--- src/design/dht_pkg.sv ---
package dht_pkg;

   // Commands
   localparam logic CMD_INSERT = 1'b0;
   localparam logic CMD_SEARCH = 1'b1;

   // Result status codes
   localparam logic [2:0] ST_INSERTED  = 3'd0;
   localparam logic [2:0] ST_DUPLICATE = 3'd1;
   localparam logic [2:0] ST_FULL      = 3'd2;
   localparam logic [2:0] ST_FOUND     = 3'd3;
   localparam logic [2:0] ST_NOT_FOUND = 3'd4;

   localparam logic [63:0] HASH_START = 64'd5381;
   localparam int HASH_SHIFT = 5;

   typedef struct packed {
      logic        command;
      logic [63:0] key_bytes;
      logic [3:0]  key_length;
      logic [31:0] entry_value;
   } req_type;

   typedef struct packed {
      logic [2:0]  status;
      logic [31:0] found_value;
      logic [10:0] stored_count;
   } rsp_type;

   // Front-to-back job: hashed, trimmed key
   typedef struct packed {
      logic        command;
      logic [63:0] key;
      logic [3:0]  len;
      logic [31:0] value;
      logic [63:0] hash;
   } job_type;

endpackage

--- src/design/dht_queue.sv ---
// Two-entry queue between front and back.
module dht_queue (
   input  logic             clock,
   input  logic             reset,
   input  logic             in_valid,
   output logic             in_ready,
   input  dht_pkg::job_type in_job,
   output logic             out_valid,
   input  logic             out_ready,
   output dht_pkg::job_type out_job
);
   import dht_pkg::*;

   job_type    mem_ff [2];
   logic       wp_ff, rp_ff;
   logic [1:0] cnt_ff;
   logic       wr, rd;

   assign in_ready  = cnt_ff != 2'd2;
   assign out_valid = cnt_ff != 2'd0;
   assign out_job   = mem_ff[rp_ff];
   assign wr = in_valid && in_ready;
   assign rd = out_valid && out_ready;

   always_ff @(posedge clock) begin
      if (reset) begin
         wp_ff  <= 1'b0;
         rp_ff  <= 1'b0;
         cnt_ff <= 2'd0;
      end else begin
         if (wr) wp_ff <= !wp_ff;
         if (rd) rp_ff <= !rp_ff;
         cnt_ff <= cnt_ff + {1'b0, wr} - {1'b0, rd};
      end
      if (wr) mem_ff[wp_ff] <= in_job;
   end

endmodule

--- config.mk ---
export PLATFORM = sky130hd
export DESIGN_NAME = dht_queue
export DESIGN_NICKNAME = d
export VERILOG_FILES = /design/src/design/dht_pkg.sv /design/src/design/dht_queue.sv
export SDC_FILE = /design/constraint.sdc
export NUM_CORES = 1
export LEC_CHECK = 0
export BUFFER_PORTS_ARGS = -buffer_cell sky130_fd_sc_hd__clkbuf_2
export CORE_ASPECT_RATIO = 0.7
export CORE_MARGIN = 2
export CORE_UTILIZATION = 30
export DETAILED_ROUTE_END_ITERATION = 12
export PLACE_DENSITY = 0.52
export REMOVE_ABC_BUFFERS = 1
export SYNTH_ARGS = -nofsm -noshare
export SYNTH_HDL_FRONTEND = slang
export SYNTH_SLANG_ARGS = --single-unit
export TNS_END_PERCENT = 50
--- constraint.sdc ---
create_clock -name clock -period 7.5 [get_ports clock]
set_input_delay 0.375 -clock clock [delete_from_list [all_inputs] [get_ports clock]]
set_output_delay 0.375 -clock clock [all_outputs]
set_load 0.01 [all_outputs]
## Yosys cells after proc, flatten, opt, wreduce, memory -nomap -nowiden

Memories as Yosys holds them, arrays and structs flattened. A register that Yosys moved wholly into a read port is not among the register bits.
Cells that the tools add are included.

- Register bits after elaboration: 4
- Bits in latches: 0
- RAM bits: 330
- ROM bits: 0
- Input port bits: 169
- Output and inout bits: 167
- Logic and storage cells: 16
- Memories kept: 1

Memory list:

| name | depth | width | rd ports | clocked after Yosys merged registers in | wr ports | RTL line | text |
|---|---|---|---|---|---|---|---|
| mem_ff | 2 | 165 | 1 | 1 | 1 | dht_queue.sv:14 | `job_type mem_ff [2];` |

- $add $sub $neg: 2
- $mul: 0
- Divide/modulo/power cells: 0
- $lt $le $gt $ge: 0
- Equality and inequality tests: 1
- Shift-type cells: 0
- Mux-type cells: 4
- Bitwise gates (word level): 0
- Reduce and logical (&&, ||, !) cells: 5

Operator list:

| operator | count |
|---|---|
| 2-to-1 mux 1 bit | 4 |
| adder 2 x 1 -> 2 bit | 1 |
| logical AND 1 bit | 2 |
| zero test 1 bit | 2 |
| inequality test 2 bit (second input constant) | 1 |
| nonzero test 2 bit | 1 |
| subtractor 2 x 1 -> 2 bit | 1 |

## Longest topological paths before layout

Gate-level depths: netlist of run 1.

- Depth in word-level cells: 4
- Mapped depth: 6

## Least setup slack after synthesis of run 1

No wires, ideal clock.

- Path type: register -> register
- Start point: register cnt_ff[0]
- End point: memory mem_ff[1][0] (netlist bit), enable pin
- Library setup time: 546 ps
- Data arrival time: 4,464 ps
- Required time: 6,954 ps
- Path slack: 2,490 ps
- Stages on the path, launching flop included: 3
- Path buffers: 0
- Path through: dfxtp_1 -> nand2b_1 -> and3_1

- Word-level cells in the longest chain between the ends: 4

RTL lines:

| what | RTL line | text |
|---|---|---|
| start, declared | dht_queue.sv:16 | `logic [1:0] cnt_ff;` |
| start signal, assigned | dht_queue.sv:33 | `cnt_ff <= cnt_ff + {1'b0, wr} - {1'b0, rd};` |
| inequality test 2 bit | dht_queue.sv:19 | `assign in_ready = cnt_ff != 2'd2;` |
| via in_ready | dht_queue.sv:6 | `output logic in_ready,` |
| logical AND 1 bit | dht_queue.sv:22 | `assign wr = in_valid && in_ready;` |
| 2-to-1 mux 1 bit | dht_queue.sv:35 | `if (wr) mem_ff[wp_ff] <= in_job;` |
| 2-to-1 mux 1 bit (implied by the code) | dht_queue.sv:35 |  |
| end, declared | dht_queue.sv:14 |  |

The timed path passes the listed nets, and every way through them passes these cells.

==> results of run 1 <==
final cells by class:
| class | count | area, um2 |
|---|---|---|
| fillers | 3725 | 24300 |
| flip-flops and latches | 335 | 10000 |
| multi-input cells | 188 | 2010 |
| repair buffers | 341 | 1720 |
| clock buffers | 42 | 945 |
| well taps | 535 | 669 |
| clock inverters | 14 | 141 |
| inverters | 1 | 8.76 |
| diodes | 2 | 5.00 |
final timing paths:
check,depth (start not counted),to,startpoint
max,3,out_job[36],register
min,1,mem_ff[0][143],in_job[143]
max reg2reg,3,mem_ff[1][56],cnt_ff[0]
min reg2reg,2,register,rp_ff
cell usage after synthesis:
| master | instances | area [um2] |
|---|---|---|
| buf_2 | 3 | 15.0 |
| nand2b_1 | 1 | 6.26 |
| edfxtp_1 | 330 | 9910 |
| or2_2 | 1 | 6.26 |
| a21oi_1 | 1 | 5.00 |
| a21bo_2 | 1 | 10.0 |
| nor3_1 | 1 | 5.00 |
| xor2_1 | 1 | 8.76 |
| nor4_1 | 1 | 6.26 |
| dfxtp_1 | 5 | 100 |
| o21ai_0 | 2 | 10.0 |
| o21ba_2 | 1 | 10.0 |
| inv_1 | 1 | 3.75 |
| o31a_1 | 1 | 8.76 |
| nand3_1 | 1 | 5.00 |
| nor2b_1 | 2 | 12.5 |
| mux2_1 | 86 | 968 |
| mux2_2 | 79 | 890 |
| and3_1 | 2 | 12.5 |
| nor2_1 | 4 | 15.0 |
| nor4bb_1 | 1 | 10.0 |
| buf_4 | 15 | 113 |
| ha_1 | 1 | 12.5 |
| nand3b_1 | 1 | 7.51 |
registers in the layout (all words and copies together) (netlist names), named ones only:
name    count
cnt_ff      2
mem_ff    330
rp_ff       1
wp_ff       1
routing by layer:
metal | GRT usage, % | vias up
li1 | - | 2889
met1 | 14.9 | 3051
met2 | 18.4 | 200
met3 | 5.18 | 46
met4 | 3.31 | 2
met5 | 0 | -
stage by stage:
step                hold WS, ps  power [mW]  instance area [um2]  instances  util, %
floorplan                   444        2.93                12000        524        -
global placement            481        3.30                14400       1400     36.2
detailed placement          494        3.30                14400       1400     36.2
CTS                        11.8        4.99                15500       1456     38.9
global route               17.7        5.13                15500       1456     38.9
finish                     46.9        4.89                15500       1458     39.0
power breakdown:
part | switching (mW) | total, mW | leakage, nW | internal, mW
combinational | 0.511 | 0.901 | 2.11 | 0.389
clock | 0.667 | 1.66 | 0.533 | 0.993
sequential | 0.0576 | 2.33 | 3.13 | 2.28
total | 1.24 | 4.89 | 5.78 | 3.66
kinds of logic (layout without fill, tap and decap cells):
group                      count (synthesis)  count (layout)  share of synthesized area [%]
buffers and inverters                     19             398                           1.08
and+or+nand+nor                           15              15                          0.711
other                                      0               2                              0
DFF                                      335             335                           82.4
AOI/OAI and AO/OA                          6               6                          0.360
muxes                                    165             165                           15.3
xor gates and xnor gates                   1               1                         0.0721
adders and majority gates                  1               1                          0.103
worst max-delay path, stage by stage, from the launching register on:
cell and delay, ps:
dfxtp_4 700, buf_4 760, mux2_1 420, clkbuf_2 140
==> run summary, run 1 <==
The logs give 2 for the number of levels in the clock H-tree and 0 for the number of max-cap violations. After clock tree synthesis, the clock-pin slew on the worst setup and hold paths is 60 ps. The number of clock buffers added by TritonCTS is 35. The wire-length estimate of the detail-placed layout is 16500 um. For the length of routed met2 wiring, the log shows 11700 um.

Setup repair after global routing left no endpoint under its margin. After detailed routing, the met3 layer carries 2430 um of wire. The later-pin clock latency in the skew report was 510 ps; the post-placement worst setup slack was 4770 ps. The flip-flop and latch count after synthesis is 335, and the proportion of synthesized chip area in sequential cells is 82.4%. The longest clock path from root to sink contains 3 buffers.

The number of cells upsized or downsized after cts was 0; the number of max-slew violations in the final report was 0. Top fanout value on the critical path: 66. CTS placed an instance of clkbuf_16 at the clock tree root. For the via count of the first global-routing pass, the log shows 6251. The first global-routing pass estimated 37500 um of wire.

The final routed DRC violation total was 0. After routing, the total negative slack on setup checks comes to 0 ps. Setup slack closes at 4440 ps.

The worst-case IR drop observed on VDD is 0.000176 V. The synthesized netlist occupies a cell area of 12200 um2. The chip width is 245 um, and the antenna violation net count after detailed routing is 0. Entering global routing, the biggest net connects 67 pins. The routed design has 25800 um of wire. The logs give 61 for the number of rows created at floorplan and 2 for the number of antenna violations at the first check in global routing. The run gives 0 as the count of synthesis-stage warnings from yosys. The portion of the clock cycle consumed by the worst path in the final layout is 40.8%. Kind of start point of the critical path: a register. The area growth from synthesis to layout is 27.7%. The fraction of final layout cells sized beyond drive strength 1 was 51.1%; the effective utilization at floorplan was 30.5%. The run finished with clean final reports. Setup violations remaining at the end of the flow were counted as 0.

The number of port buffers is 335. The starting DRC count in detailed routing is 282. The shortest clock period the worst path allows after layout was 3060 ps; the weighted congestion at the end of routability-driven global placement was 0.723. The run gives 0 as the remaining global-route overflow. At the end of the flow, the number of nets in the layout was 1072.

Data arrives at the worst endpoint at 2680 ps. The tools report the vias after detailed routing as 6188. The tools report the number of buffers inserted to repair setup after CTS as 0.

Dividing the detail-routed via count by the number of cells gives 4.24. Headroom to the max-slew limit came out at 33.4%. For this design the top-level I/O count stands at 336. In the final routing, the length of wire on met1 measures 11200 um. The number of hold buffers added after CTS was 0. The core region is 39800 um2. The worst hold-check path type was in -> reg. The areal power density over the cells was 315 nW/um2. Highest clock frequency the design can meet: 327 MHz. Each instance of the synthesized netlist takes up on average 22.4 um2. At the worst endpoint, the required time is 7120 ps.

Between clock sinks in the finished design, the worst skew comes to 7.71 ps. Synthesis instantiated 24 different standard cells from the library. STA classifies the critical path endpoint as an output pin. TritonCTS built the clock tree.

The top layer used by detailed routing was met5. For the full die area, the log shows 42200 um2. The top cell types in the final layout, fill and taps aside, are clkbuf_2 (335), edfxtp_1 (330), mux2_1 (86). The floorplan step set the die height to 172 um. Synthesis produced 542 cells. Before antenna repair, the detailed router went through 4 iterations. Across every metal layer, demand over resource in global routing totals 11.8%. For flop-to-flop paths, the worst setup slack is 4810 ps. Leaving out fill and tap cells, the most frequent cell in the layout is clkbuf_2.

The clock sink count is 335. For the pin with the worst max-slew slack, the measured transition is 1000 ps. For this design the static power due to leakage is 5.78 nW. Dividing the detail-routed wire length by the instance count gives 17.7 um.

The worst setup path is of the reg -> out kind. For the final count of hold timing violations, the log shows 0.
No activity file was read; power rests on OpenSTA's default activity.
==> run 2, diff against run 1 <==
- PLACE_DENSITY: 0.52 -> 0.54
- clock period: 7.5 -> 2.75 ns (I/O delays scaled with it)
==> run 2 against run 1 <==
Effect of this change:
- register-to-register slack got worse by 4000 ps
- die area unchanged
- worst setup slack got worse by 3900 ps
- non-clock buffer count increased by 181
- clock skew increased by 6.2 ps
- sequential share of layout area decreased by 6.9 points
- critical path depth unchanged
- final area increased by 12%
- via count increased by 12%
- worst hold slack improved by 7.3 ps
- clock-buffer cell count increased by 5
- core utilization increased by 4.7 points
- largest power group unchanged
==> run summary, run 2 (synthesis results as in run 1) <==
The logs give 0 (unchanged) for the antenna violation net count after detailed routing and 20.8% (was 18.4%) for the logic gate share of total power. The logs give 810 ps (was 4770 ps) for the post-placement worst setup slack and 39800 um2 (unchanged) for the core region area. The utilization after layout came out at 43.6% (was 39.0%). The class of the most critical setup path is reg -> out (unchanged). The number of port buffers is 335 (unchanged), and the fraction of final layout cells sized beyond drive strength 1 is 44.0% (was 51.1%). The run gives 7178 (was 6251) as the via count of the first global-routing pass.

The detailed-route vias per instance is 4.23 (was 4.24). The flow ran to the end, and the final reports show no timing, DRC or antenna violations. The average wire length per cell after detail routing was 16.6 um (was 17.7 um). The endpoint class of the critical path is an output pin (unchanged). The logs give 0 (unchanged) for the number of max-slew violations in the final report and 10.0 mW (was 3.66 mW) for the internal power of the cells. For the critical path arrival, the log shows 2100 ps (was 2680 ps). The total negative slack for setup checks was 0 ps (unchanged).

The maximum ir drop on the vdd rail is 0.000452 V (was 0.000176 V). TritonCTS built the clock tree. The worst hold slack came out at 54.2 ps (was 46.9 ps). The vertical extent of the die is 172 um (unchanged), and the combined buffer and inverter count along the critical path is 2 (unchanged). The critical path's largest stage delay is 590 ps (was 760 ps).

The tools report the kind of start point of the critical path as a register (unchanged). Cell Chain, Critical Path: buf_12, mux2_1, clkbuf_2 (was buf_4, mux2_1, clkbuf_2). The first-pass iteration count of the detailed router is 4 (unchanged). For the total routing resource utilization after global routing, the log shows 12.3% (was 11.8%). The logs give 2 (unchanged) for the number of levels in the clock H-tree and 0 (unchanged) for the final count of hold timing violations. For the sequential cell fraction of total power, the log shows 47.0% (was 47.7%).

The weighted congestion at the end of routability-driven global placement was 0.725 (was 0.723). The synthesis-to-layout area growth came out at 43.1% (was 27.7%). The switching share of power is 25.6% (was 25.3%), and the maximum number of pins on one net before global-route repair is 66 (was 67).

The routed design could run at a clock period as short as 2230 ps. The number of antenna violations at the first check in global routing is 1 (was 2), and the maximum root-to-sink buffer count is 3 (unchanged). The tools report the root buffer cell as clkbuf_16 (unchanged). The number of flip-flops in the largest register was 330 (unchanged). For the worst relative slew slack, the log shows 71.5% (was 33.4%).

Top flop regs: mem_ff: 330 flops, cnt_ff: 2 flops (unchanged). The run gives 1642 (was 1458) as the final instance count without filler cells. The placed wire-length estimate was 17600 um (was 16500 um); the later-pin clock latency in the skew report was 510 ps (about the same). The most common library cell in the layout ignoring fill and taps is clkbuf_2 (unchanged). Worst hold-check path type: in -> reg (unchanged). The slack of the critical path is 517 ps (was 4440 ps).

The areal power density over the cells came out at 776 nW/um2 (was 315 nW/um2). The tools report the maximum clock skew at final layout as 13.9 ps (was 7.71 ps). The clock power share came out at 32.2% (was 33.9%). The portion of the clock cycle consumed by the worst path in the final layout works out to 81.2%. Top register by number of flip-flops: mem_ff (unchanged). Total placed cells including tap cells: 1415 (was 1400). The kind of cell with the highest combined delay on the critical path was flip-flops (was buffers and inverters). The effective utilization at floorplan was 30.5% (unchanged). The chip width was 245 um (unchanged). Number of nets in the layout: 1253 (was 1072). The run gives 61 (unchanged) as the number of rows created at floorplan.

The pin slew with the least headroom to its limit is 428 ps (was 1000 ps), and the final routed DRC violation total is 0 (unchanged). The run gives 0 (unchanged) as the number of max-cap violations. The total leakage power was 6.57 nW (was 5.78 nW). The tools report the first-pass GRT wire length as 40000 um (was 37500 um).

Setup repair after global routing left no endpoint under its margin. Full die area: 42200 um2 (unchanged). The run gives 35 (unchanged) as the number of buffers inserted during clock tree synthesis. Commonest non-fill, non-tap cells in the layout: clkbuf_2 (335), edfxtp_1 (330), dlygate4sd3_1 (166) (was clkbuf_2 (335), edfxtp_1 (330), mux2_1 (86)). The clock transition time at the flip-flop clock pins of the worst setup and hold paths works out to 60 ps (about the same). The total I/O pin count was 336 (unchanged). The starting DRC count in detailed routing is 237 (was 282), and the routed wire length is 27300 um (was 25800 um). For the vias after detailed routing, the log shows 6946 (was 6188). The net switching power figure is 3.45 mW (was 1.24 mW), and the top fanout value on the critical path is 65 (was 66).

The final number of setup-violating endpoints came out at 0 (unchanged). The critical path data required time came out at 2610 ps (was 7120 ps). The run gives 0 (unchanged) as the remaining global-route overflow. For the highest clock frequency the design can meet, the log shows 448 MHz.

Worst-path cell with the longest stage delay: dfxtp_4 (was buf_4). The clock sink count came out at 335 (unchanged).
## run 2: layout make-up
class                   instances  area (um2)
fillers                      3561       22500
flip-flops and latches        335       10000
repair buffers                522        3620
multi-input cells             188        2010
clock buffers                  47         993
well taps                     535         669
clock inverters                13        60.1
inverters                       1        8.76
diodes                          1        2.50
## run 2: final timing paths
| kind | slack (ps) | cells past startpoint | end | startpoint |
|---|---|---|---|---|
| worst min register to register | 500 | 2 | register | rp_ff |
| worst max register to register | 810 | 4 | mem_ff[0][36] | cnt_ff[0] |
| worst max-delay path | 520 | 3 | out_job[42] | register |
| worst min-delay path | 50 | 3 | wp_ff | in_valid |
## run 2: timing repair
item / in CTS / in global routing
setup endpoints to repair: 0 / 0
endpoints found under the hold margin: 335 / 0
buffers inserted: 0 / 0
hold buffers: 166 / 0
gates resized for setup: 0 / 0
## run 2: worst reg2reg max path: cells and delay by family (launching register included)
kind                   cells  cell delay (ps)
buffers and inverters      2              700
flip-flops                 1              410
AND/OR/NAND/NOR            2              400
## run 2: per-layer routing
layer  routed length [um]  vias to the layer above  global-route usage (%)
li1                     -                     3250                       -
met1                12100                     3434                    16.2
met2                13000                      215                    20.3
met3                 1710                       47                    3.34
met4                  507                        0                    3.05
met5                    0                        -                       0
## run 2: per-stage QoR
step	power (mW)	area (um2)
finish	13.5	17400
global route	14.1	17400
CTS	13.7	17400
detailed placement	9.11	14700
global placement	9.10	14700
floorplan	7.99	12000
## run 2: power by group through the flow
stage          registers [mW]  clock network, mW  logic [mW]
2_1_floorplan            6.64                  0        1.36
3_3_place_gp             6.43                  0        2.67
3_5_place_dp             6.45                  0        2.66
4_1_cts                  6.34               4.51        2.87
5_1_grt                  6.39               4.71        3.03
6_report                 6.34               4.34        2.81
