File: config.mk
export PLATFORM = sky130hd
export DESIGN_NAME = dht_front
export DESIGN_NICKNAME = d
export VERILOG_FILES = /design/src/design/dht_pkg.sv /design/src/design/dht_front.sv
export SDC_FILE = /design/constraint.sdc
export NUM_CORES = 1
export LEC_CHECK = 0
export BUFFER_PORTS_ARGS = -buffer_cell sky130_fd_sc_hd__buf_2
export CAP_MARGIN = 20
export CORE_MARGIN = 3
export CORE_UTILIZATION = 48
export DETAILED_ROUTE_END_ITERATION = 10
export PLACE_DENSITY_LB_ADDON = 0.12
export SLEW_MARGIN = 20
export SYNTH_ARGS = -nofsm -noshare
export SYNTH_HDL_FRONTEND = slang
export SYNTH_SLANG_ARGS = --single-unit
File: constraint.sdc
create_clock -name clock -period 7.7 [get_ports clock]
set_input_delay 0.77 -clock clock [delete_from_list [all_inputs] [get_ports clock]]
set_output_delay 0.77 -clock clock [all_outputs]
set_load 0.02 [all_outputs]
File: src/design/dht_pkg.sv
package dht_pkg;

   // Commands
   localparam logic CMD_INSERT = 1'b0;
   localparam logic CMD_SEARCH = 1'b1;

   // Result status codes
   localparam logic [2:0] ST_INSERTED  = 3'd0;
   localparam logic [2:0] ST_DUPLICATE = 3'd1;
   localparam logic [2:0] ST_FULL      = 3'd2;
   localparam logic [2:0] ST_FOUND     = 3'd3;
   localparam logic [2:0] ST_NOT_FOUND = 3'd4;

   localparam logic [63:0] HASH_START = 64'd5381;
   localparam int HASH_SHIFT = 5;

   typedef struct packed {
      logic        command;
      logic [63:0] key_bytes;
      logic [3:0]  key_length;
      logic [31:0] entry_value;
   } req_type;

   typedef struct packed {
      logic [2:0]  status;
      logic [31:0] found_value;
      logic [10:0] stored_count;
   } rsp_type;

   // Front-to-back job: hashed, trimmed key
   typedef struct packed {
      logic        command;
      logic [63:0] key;
      logic [3:0]  len;
      logic [31:0] value;
      logic [63:0] hash;
   } job_type;

endpackage

File: src/design/dht_front.sv
// Front: trims the key and hashes it one character per cycle.
module dht_front #(
   parameter int KEY_BYTES = 8
) (
   input  logic              clock,
   input  logic              reset,
   input  logic              in_valid,
   output logic              in_ready,
   input  dht_pkg::req_type  in_item,
   output logic              job_valid,
   input  logic              job_ready,
   output dht_pkg::job_type  job
);
   import dht_pkg::*;

   localparam int CW = $clog2(KEY_BYTES + 1);

   logic            busy_ff, busy_in;
   logic            done_ff, done_in;
   logic [CW-1:0]   pos_ff, pos_in;
   logic [CW-1:0]   lim_ff, lim_in;
   job_type         job_ff, job_in;
   logic [7:0]      ch;

   assign in_ready  = !busy_ff;
   assign job_valid = busy_ff && done_ff;
   assign job       = job_ff;
   assign ch        = job_ff.key[pos_ff[CW-1:0]*8 +: 8];

   always_comb begin
      busy_in = busy_ff;
      done_in = done_ff;
      pos_in  = pos_ff;
      lim_in  = lim_ff;
      job_in  = job_ff;
      if (!busy_ff) begin
         if (in_valid) begin
            busy_in       = 1'b1;
            done_in       = 1'b0;
            pos_in        = '0;
            lim_in        = (in_item.key_length > 4'(KEY_BYTES)) ? CW'(KEY_BYTES)
                                                                 : CW'(in_item.key_length);
            job_in.command = in_item.command;
            job_in.key     = in_item.key_bytes;
            job_in.value   = in_item.entry_value;
            job_in.hash    = HASH_START;
            job_in.len     = '0;
         end
      end else if (!done_ff) begin
         // one character per cycle; stop at limit or a zero byte
         if (pos_ff == lim_ff || ch == 8'd0) begin
            done_in    = 1'b1;
            job_in.len = 4'(pos_ff);
            for (int b = 0; b < 8; b++) begin
               if (b >= int'(pos_ff)) job_in.key[b*8 +: 8] = 8'd0;
            end
         end else begin
            job_in.hash = (job_ff.hash << HASH_SHIFT) + job_ff.hash + 64'(ch);
            pos_in      = pos_ff + 1'b1;
         end
      end else if (job_ready) begin
         busy_in = 1'b0;
      end
   end

   always_ff @(posedge clock) begin
      if (reset) begin
         busy_ff <= 1'b0;
         done_ff <= 1'b0;
      end else begin
         busy_ff <= busy_in;
         done_ff <= done_in;
      end
      pos_ff <= pos_in;
      lim_ff <= lim_in;
      job_ff <= job_in;
   end

endmodule

After elaboration in Yosys (flattened, before gate mapping). Index checks and enable logic that the tools add are counted.

Memories kept: 0. Memory bits (read-only): 0. Flip-flop bits (word level): 175. Memory bits (writable): 0. Word-level logic and storage cells: 85. Input bits: 105. Latch bits: 0.

$add $sub $neg: 3. Eq/ne operators: 12. Shift operators: 1. Bitwise operators: 1. Mux-type cells: 27. Multiply operators: 0. Div/mod/pow operators: 0. Order comparisons: 9. Reduce and logical (&&, ||, !) cells: 16.

Operator list (count): $mux 68 (3); $mux 64 (3); $mux 164 (1); $add 64x64->64 (1); $add 64x8->64 (1); $mux 8 (8); $shiftx 64x8->8 (1); $reduce_and 4->1 (8); $ne 2x1->1 const B (9); $ge 3x4->1 const A (4); $mux 4 (4); $ge 1x4->1 const A (2); $ge 2x4->1 const A (2); $logic_not 8->1 (1); $mux 1 (8); $reduce_and 3->1 (2); $add 4x1->4 const B (1); $eq 4x4->1 (1); $gt 4x4->1 const B (1); $ne 2x2->1 const B (2); $reduce_and 2->1 (1); $reduce_bool 2->1 (1); $logic_and 1x1->1 (1); $logic_not 1->1 (1); other kinds (2) (2).

Longest topological paths before layout. Gate-level depths: netlist (run 1).

Depth in word-level cells: 6. Mapped depth: 16. Gate-level depth less buffers: 15.

Least setup slack after synthesis (run 1). Ideal clock, no wire load.

Kind: register to register. Start: register pos_ff[2]. End: register job_ff (netlist bit job[55]) (data pin). Stages on the path, launching flop included: 17. Clock period less this slack: 4.034 ns. Buffers on the path: 2. Required time: 7.431 ns. Setup slack: 3.666 ns. Arrival: 3.764 ns. Library setup time: 0.269 ns. Path through: edfxtp_1 clkbuf_1 clkbuf_1 mux2i_1 nor2_1 ha_1 ha_1 inv_1 fa_1 nand2b_1 a21o_1 a211oi_4 nor3_4 o32a_2 nor4_4 o21ai_0 nor3b_1.

RTL lines: start: declaration (RTL line dht_front.sv:20) `logic [CW-1:0] pos_ff, pos_in;`; start signal: assignment (RTL line dht_front.sv:74) `pos_ff <= pos_in;`; end signal: assignment (RTL line dht_front.sv:76) `job_ff <= job_in;`; end: declaration (RTL line dht_front.sv:22) `job_type job_ff, job_in;`.

==> flow_metrics.tcl, run 1 <==
set metrics [dict create \
    status "finished clean" \
    dp_cells 1656 \
    ys_dominant_reg_cell "edfxtp_1" \
    start_kind "flip-flop" \
    max_freq_ghz 0.215 \
    syn2layout_area_growth_pct 18.1 \
    fin_skew_ps 13.8 \
    maxCapViolCount 0 \
    syn_nets 1346 \
    cts_buffers 17 \
    final_nets 1586 \
    cpPeakStageDelay_ps 940 \
    fp-row-count 57 \
    grt_max_degree 109 \
    postCtsSetupBuffers 0 \
    critPathBufInv 0 \
    die_w_um 164 \
    crit_chain "mux4_2 -> mux2i_1 -> nor2_1 -> fa_1 -> ha_1 -> a211oi_1 -> o211a_1 -> o221ai_2 -> o211a_1 -> nor2_2 -> o211ai_1 -> a31oi_1 -> mux2i_1" \
    criticalPathCategory "reg -> reg" \
    seqCellArea_mm2 0.00524 \
    muxShareOfSynthArea_pct 4.38 \
    wl_per_cell_um 20.1 \
    clock_path_buffers 2 \
    whs_ps 497 \
    cpMaxStageDelayCell "edfxtp_1" \
    grt_pass1_wl_um 53200 \
    setup_violations 0 \
    synth_fa_ha_area_share_pct 13.8 \
    num_vias 9711 \
    synth_warnings 0 \
    critPathCaptureType "flip-flop" \
    initial_core_util_pct 48.9 \
    clk_pin_slew_worst_paths_ps 90 \
    tns_ps 0 \
    firstDrtPassIters 5 \
    track_usage_pct 25.6 \
    synth_xor_area_share_pct 3.16 \
    max-slew-margin-rel_pct 30.1 \
    final_util_pct 57.7 \
    synth_top_family_by_area "simple AND/OR/NAND/NOR gates" \
    hold_violations 0 \
    layout_min_cycle_time_ps 4660 \
    antennaDiodeCount 0 \
    hp-class "in -> reg" \
    route.detailed.drc 0 \
    final_cells 1689 \
    cp.arrival_ps 4840 \
    vias_per_cell 5.75 \
    seq_area_frac_synth_pct 43.9 \
    busiest_layer "met2" \
    grt_pass1_vias 9692 \
    ir_drop_v 0.000166 \
    insertion_delay_ps 440 \
    grtUsageMet2_pct 42.6 \
    cts_tree "built" \
    core-area_mm2 0.0244 \
    timing.final.ws_setup_ps 3040 \
    die_y_um 164 \
    wirelength_um 34000 \
    ys_seq_elements 175 \
    h-tree-depth 4 \
    dp_hpwl_um 26600 \
    power.leakage_nw 6.12 \
    synth_edf_count 173 \
    globalplace.congestion 0.949 \
    cp_max_fo 22 \
    cts_hold_buf 0 \
    avgSynthCellArea_um2 10.7 \
    synth_cell_types 84 \
    multiInputGateArea_mm2 0.00630 \
    overflow 0 \
    cellPowerDensity_mw_per_mm2 362 \
    finalInstanceArea_mm2 0.0141 \
    maxSlewViolCount 0 \
    cts_root_buffer "clkbuf_16" \
    p_total_mw 5.10 \
    drive_above_1_share_pct 26.3 \
    grt_use_met1_pct 33.6 \
    tightestPinTransition_ps 1050 \
    dpl_cell_area_mm2 0.0135 \
    use_met3_pct 5.12 \
    synth.cell_area_mm2 0.0119 \
    io_buffers 271 \
    antenna_found_initial 0 \
    rsz0062_at_grt "no" \
    fillers 2193 \
    syn_inst 1112 \
    place_ws_ps 3150 \
    cp_top_family "compound AO/OA/AOI/OAI gates" \
    die_area_mm2 0.0268 \
    synth_compound_area_share_pct 14.9 \
    cts_sinks 175 \
    num_io_pins 272 \
    async_reset_ff_share_pct 0 \
    ant_nets 0 \
    drtIter0Drc 613 \
    critPathRequiredTime_ps 7880 \
    cts_resized 0 \
    period_share_pct 60.5 \
    synthSimpleGateAreaFrac_pct 16.5 \
]
==> cell type report <==
class	instances	area share, %
Multi-Input combinational cell	848	44.8
Inverter	34	0.907
Clock inverter	14	1.15
Clock buffer	18	3.05
Sequential cell	175	37.2
Tap cell	324	2.88
Timing Repair Buffer	276	10.0
==> report_power, final <==
part	switching, mW	internal, mW	total, mW
clock	0.450	0.439	0.889
sequential	0.164	1.27	1.44
combinational	1.74	1.03	2.77
==> worst paths after layout <==
check | cells after the start | slack, ps | end | start
worst max-delay path | 13 | 3040 | job[60] | pos_ff[1]
worst min-delay path | 1 | 500 | job[64] | in_item[0]
worst max register to register | 13 | 3040 | job[60] | pos_ff[1]
worst min register to register | 3 | 670 | done_ff | done_ff
==> cells in the mapped netlist, types with 3 or more instances <==
master,instances,area (um2)
a211o_1,3,26.3
a211oi_1,5,37.5
a21o_1,28,210
a21oi_1,90,450
a21oi_2,3,26.3
a31o_2,3,26.3
a31oi_1,11,68.8
and2_1,68,425
and3_1,9,56.3
and4_1,3,26.3
buf_2,6,30.0
buf_6,7,78.8
clkbuf_1,40,150
edfxtp_1,173,5190
fa_1,4,80.1
ha_1,125,1560
inv_1,34,128
mux2i_1,15,150
mux4_2,16,360
nand2_1,83,312
nand2b_1,10,62.6
nand3_1,17,85.1
nand3b_1,3,22.5
nand4_1,25,156
nor2_1,93,349
nor2b_1,10,62.6
nor3_1,28,140
nor3b_1,6,45.0
nor4_1,6,37.5
o2111ai_1,3,26.3
o211ai_1,10,75.1
o21a_1,14,105
o21ai_0,37,185
o21ai_1,5,25.0
o21bai_1,16,120
or3_1,4,25.0
xnor2_1,21,184
xor2_1,22,193
==> metal layers <==
metal / vias to the layer above / wire length [um]
li1: 4645 / -
met1: 4652 / 14400
met2: 359 / 16500
met3: 55 / 2270
met4: 0 / 863
met5: - / 0
==> state kept, by name (all words and copies together), names as in the netlist <==
signal / cells
pos_ff: 4
busy_ff: 1
done_ff: 1
job: 165
lim_ff: 4
==> logic make-up after synthesis <==
| logic type | count (synthesis) |
|---|---|
| adders and majority gates | 129 |
| buffers and inverters | 89 |
| xor gates and xnor gates | 43 |
| muxes | 32 |
| AOI/OAI and AO/OA | 262 |
| and+or+nand+nor | 382 |
| DFF | 175 |
==> cell usage in the layout (no fill, tap or decap), types with 4 or more instances in the layout <==
cell,n
buf_4,4
o21bai_1,16
a21oi_1,90
buf_2,271
o211ai_1,10
nor2b_1,9
or3_1,4
nand3_1,17
nand2b_1,10
inv_1,33
mux2i_1,15
o21ai_0,37
inv_8,4
fa_1,4
xor2_1,22
a21o_1,28
nor4_1,6
nor2_1,93
xnor2_1,21
nor3_1,28
and2_1,68
nand2_1,83
and3_1,9
inv_6,5
clkinv_8,4
clkbuf_16,17
a211oi_1,5
nand4_1,25
edfxtp_1,173
o21a_1,14
mux4_2,16
ha_1,125
nor3b_1,6
o21ai_1,5
a31oi_1,11
(Power assumes the default switching activity.)
==> run 2, diff against run 1 <==
- ABC_AREA: unset -> 1
- clock period: 7.7 -> 3.8 ns (I/O delays scaled with it)
==> run 2 against run 1 <==
Die area increased by 11%. Synthesized cell count increased by 64%. Area after synthesis increased by 11%. Largest power group unchanged. Power increased to 2.9 times the previous value. Worst setup slack got worse by 2900 ps. Global-route usage increased by 3.5 points. Fmax increased by 28%. Flip-flop and latch count unchanged.
==> flow_metrics.tcl, run 2 <==
set metrics [dict create \
    timing.final.ws_setup_ps 158 \
    start_kind "flip-flop" \
    critPathBufInv 5 \
    cpPeakStageDelay_ps 480 \
    synth_area_leaders "edfxtp_1, nand2_1, ha_1, inv_1, nor2_1" \
    final_nets 2337 \
    combPwrFrac_pct 63.9 \
    num_io_pins 272 \
    criticalPathCategory "reg -> reg" \
    cp_max_fo 26 \
    cp.arrival_ps 3840 \
    timing.rr.end "job[50]" \
    power_switching_mw 7.85 \
    grt_pass1_vias 12300 \
    syn2layout_area_growth_pct 19.0 \
    place_ws_ps -22.4 \
    die_y_um 172 \
    hold_violations 0 \
    max-slew-margin-rel_pct 39.8 \
    wirelength_um 43800 \
    crit_top_cell "nand2_1" \
    critPathCaptureType "flip-flop" \
    switching_share_pct 53.8 \
    power.leakage_nw 8.34 \
    regToRegSetupSlack_ps 160 \
    synth_warnings 0 \
    layout_commonest_cell "nand2_1" \
    max_freq_ghz 0.275 \
    async_reset_ff_share_pct 0 \
    cts_buffers 17 \
    globalplace.congestion 1.03 \
    firstDrtPassIters 5 \
    worstHoldStart "in_item[27]" \
    ys_dominant_reg_cell "edfxtp_1" \
    drtIter0Drc 1040 \
    r2r_start "pos_ff[0]" \
    avgSynthCellArea_um2 7.26 \
    yosysMostFrequentCell "nand2_1" \
    p_int_mw 6.74 \
    finalInstanceArea_mm2 0.0158 \
    syn_nets 2058 \
    dp_hpwl_um 35400 \
    p_total_mw 14.6 \
    grt_max_degree 73 \
    synth.top_cell.area_share_pct 39.3 \
    seq_area_frac_synth_pct 39.6 \
    final_cell_mix "nand2_1, buf_2, inv_1" \
    syn_inst 1824 \
    synth_area_leader_cell "edfxtp_1" \
    io_buffers 271 \
    antennaDiodeCount 0 \
    maxSlewViolCount 0 \
    antenna_found_initial 0 \
    fin_skew_ps 24.3 \
    layout_min_cycle_time_ps 3640 \
    maxCapViolCount 0 \
    hp-class "in -> reg" \
    holdPathEnd "job[91]" \
    die_w_um 172 \
    overflow 0 \
    critPathRequiredTime_ps 4000 \
    num_vias 12900 \
    fp-row-count 60 \
    cpMaxStageDelayCell "fa_1" \
    ir_drop_v 0.000403 \
    vias_per_cell 5.26 \
    cts_tree "built" \
    synth.cell_area_mm2 0.0132 \
    clkPwrFrac_pct 12.7 \
    initial_core_util_pct 49.0 \
    setup_violations 0 \
    drive_above_1_share_pct 17.6 \
    r2r_cells 23 \
    synth_edf_count 173 \
    cts_hold_buf 0 \
    synth_cell_types 42 \
    clock_path_buffers 2 \
    rsz0062_at_grt "yes" \
    status "finished clean" \
    cellPowerDensity_mw_per_mm2 926 \
    largest_reg_flops 165 \
    route.detailed.drc 0 \
    period_share_pct 95.8 \
    ant_nets 0 \
    holdPathStages 1 \
    wl_per_cell_um 17.8 \
    tightestPinTransition_ps 903 \
    dpl_cell_area_mm2 0.0150 \
    pwr-share-seq_pct 23.4 \
    crit_chain "buf_12 -> inv_8 -> nand2_1 -> nand2_1 -> nand2_1 -> nand2_1 -> nand2_1 -> nand2_1 -> inv_1 -> fa_1 -> inv_1 -> ha_1 -> nand2_1 -> inv_1 -> nand2_1 -> nand2_2 -> nand2_1 -> nand2_2 -> nand2_1 -> nand2_2 -> nand3_1 -> a21oi_1 -> nor2_2" \
    insertion_delay_ps 450 \
    clk_pin_slew_worst_paths_ps 90 \
    ys_seq_elements 175 \
    cts_sinks 175 \
    cts_root_buffer "clkbuf_16" \
    cp_top_family "simple AND/OR/NAND/NOR gates" \
    ys_top_cells_by_count "nand2_1, inv_1, nor2_1" \
    core-area_mm2 0.0270 \
    grt_pass1_wl_um 66700 \
    die_area_mm2 0.0296 \
    whs_ps 102 \
    track_usage_pct 29.1 \
    h-tree-depth 4 \
]
[run 2: cell types whose count changed after synthesis, sizes merged, moves of 23 or more]
cell / before / now
nand2: 84 / 622
and2: 68 / 1
a21o: 28 / 2
o21ai: 44 / 71
inv: 34 / 274
clkbuf: 41 / 18
nand3: 18 / 70
nor2: 94 / 261
[run 2: layout make-up]
class	instances	area, um2
Fill cell	2660	11300
Inverter	275	1040
Tap cell	341	427
Multi-Input combinational cell	1340	6920
Clock buffer	18	429
Clock inverter	14	161
Sequential cell	175	5240
Timing Repair Buffer	294	1540
[run 2: routing by layer]
layer	global-route usage [%]	vias to the layer above	part of all wire, %
li1	-	6394	-
met1	37.9	5937	42
met2	48.6	502	47
met3	5.12	94	7.0
met4	11.4	0	3.8
met5	0	-	0
[run 2: repair_timing]
action | 4_1_cts | 5_1_grt
setup endpoints to repair | 1 | 40
gates resized for setup | 1 | 29
buffers inserted | 0 | 3
[run 2: stage by stage]
| step | TNS, ps | cells | util, % |
|---|---|---|---|
| after global placement | 0 | 2422 | 55.6 |
| final | 0 | 2457 | 58.3 |
| after detailed placement | -22.4 | 2422 | 55.6 |
| after floorplan | 0 | 1824 | - |
| after global routing | -69.4 | 2457 | 58.3 |
| after CTS | 0 | 2454 | 57.8 |
[run 2: cells by family after synthesis]
family                   synth area share (%)
buffers and inverters                    9.10
AND/OR/NAND/NOR                          30.0
AO/OA/AOI/OAI                            8.12
XOR/XNOR                                0.794
flip-flops                               39.6
adder cells (fa/ha/maj)                  12.4
[run 2: worst register-to-register path: stages (launching register included)]
cell      delay (ps)
edfxtp_1         440
buf_12           190
inv_8            130
nand2_1           60
nand2_1           70
nand2_1           50
nand2_1           60
nand2_1           50
nand2_1          120
inv_1             80
fa_1             480
inv_1             50
ha_1             350
nand2_1          110
inv_1             80
nand2_1           60
nand2_2          120
nand2_1           80
nand2_2          150
nand2_1           90
nand2_2          140
nand3_1          170
a21oi_1          210
nor2_2            80
[run 2: worst max-delay path by stage]
stage                     depth (start not counted)      start  slack, ps      end
final                                            23  pos_ff[0]        160  job[50]
after global routing                             23  pos_ff[0]        -60  job[50]
after CTS                                        23  pos_ff[0]         10  job[50]
after detailed placement                         21  pos_ff[1]        -20  job[50]
after global placement                           24  pos_ff[0]        120  job[50]
after floorplan                                  11  pos_ff[0]        130   job[0]
[run 2: power by group through the flow]
stage,combinational (mW),clock (mW),sequential [mW]
5_1_grt,10.4,1.94,3.47
3_3_place_gp,8.86,0,3.46
6_report,9.33,1.85,3.41
4_1_cts,9.04,1.88,3.42
2_1_floorplan,5.63,0,3.85
3_5_place_dp,8.97,0,3.46
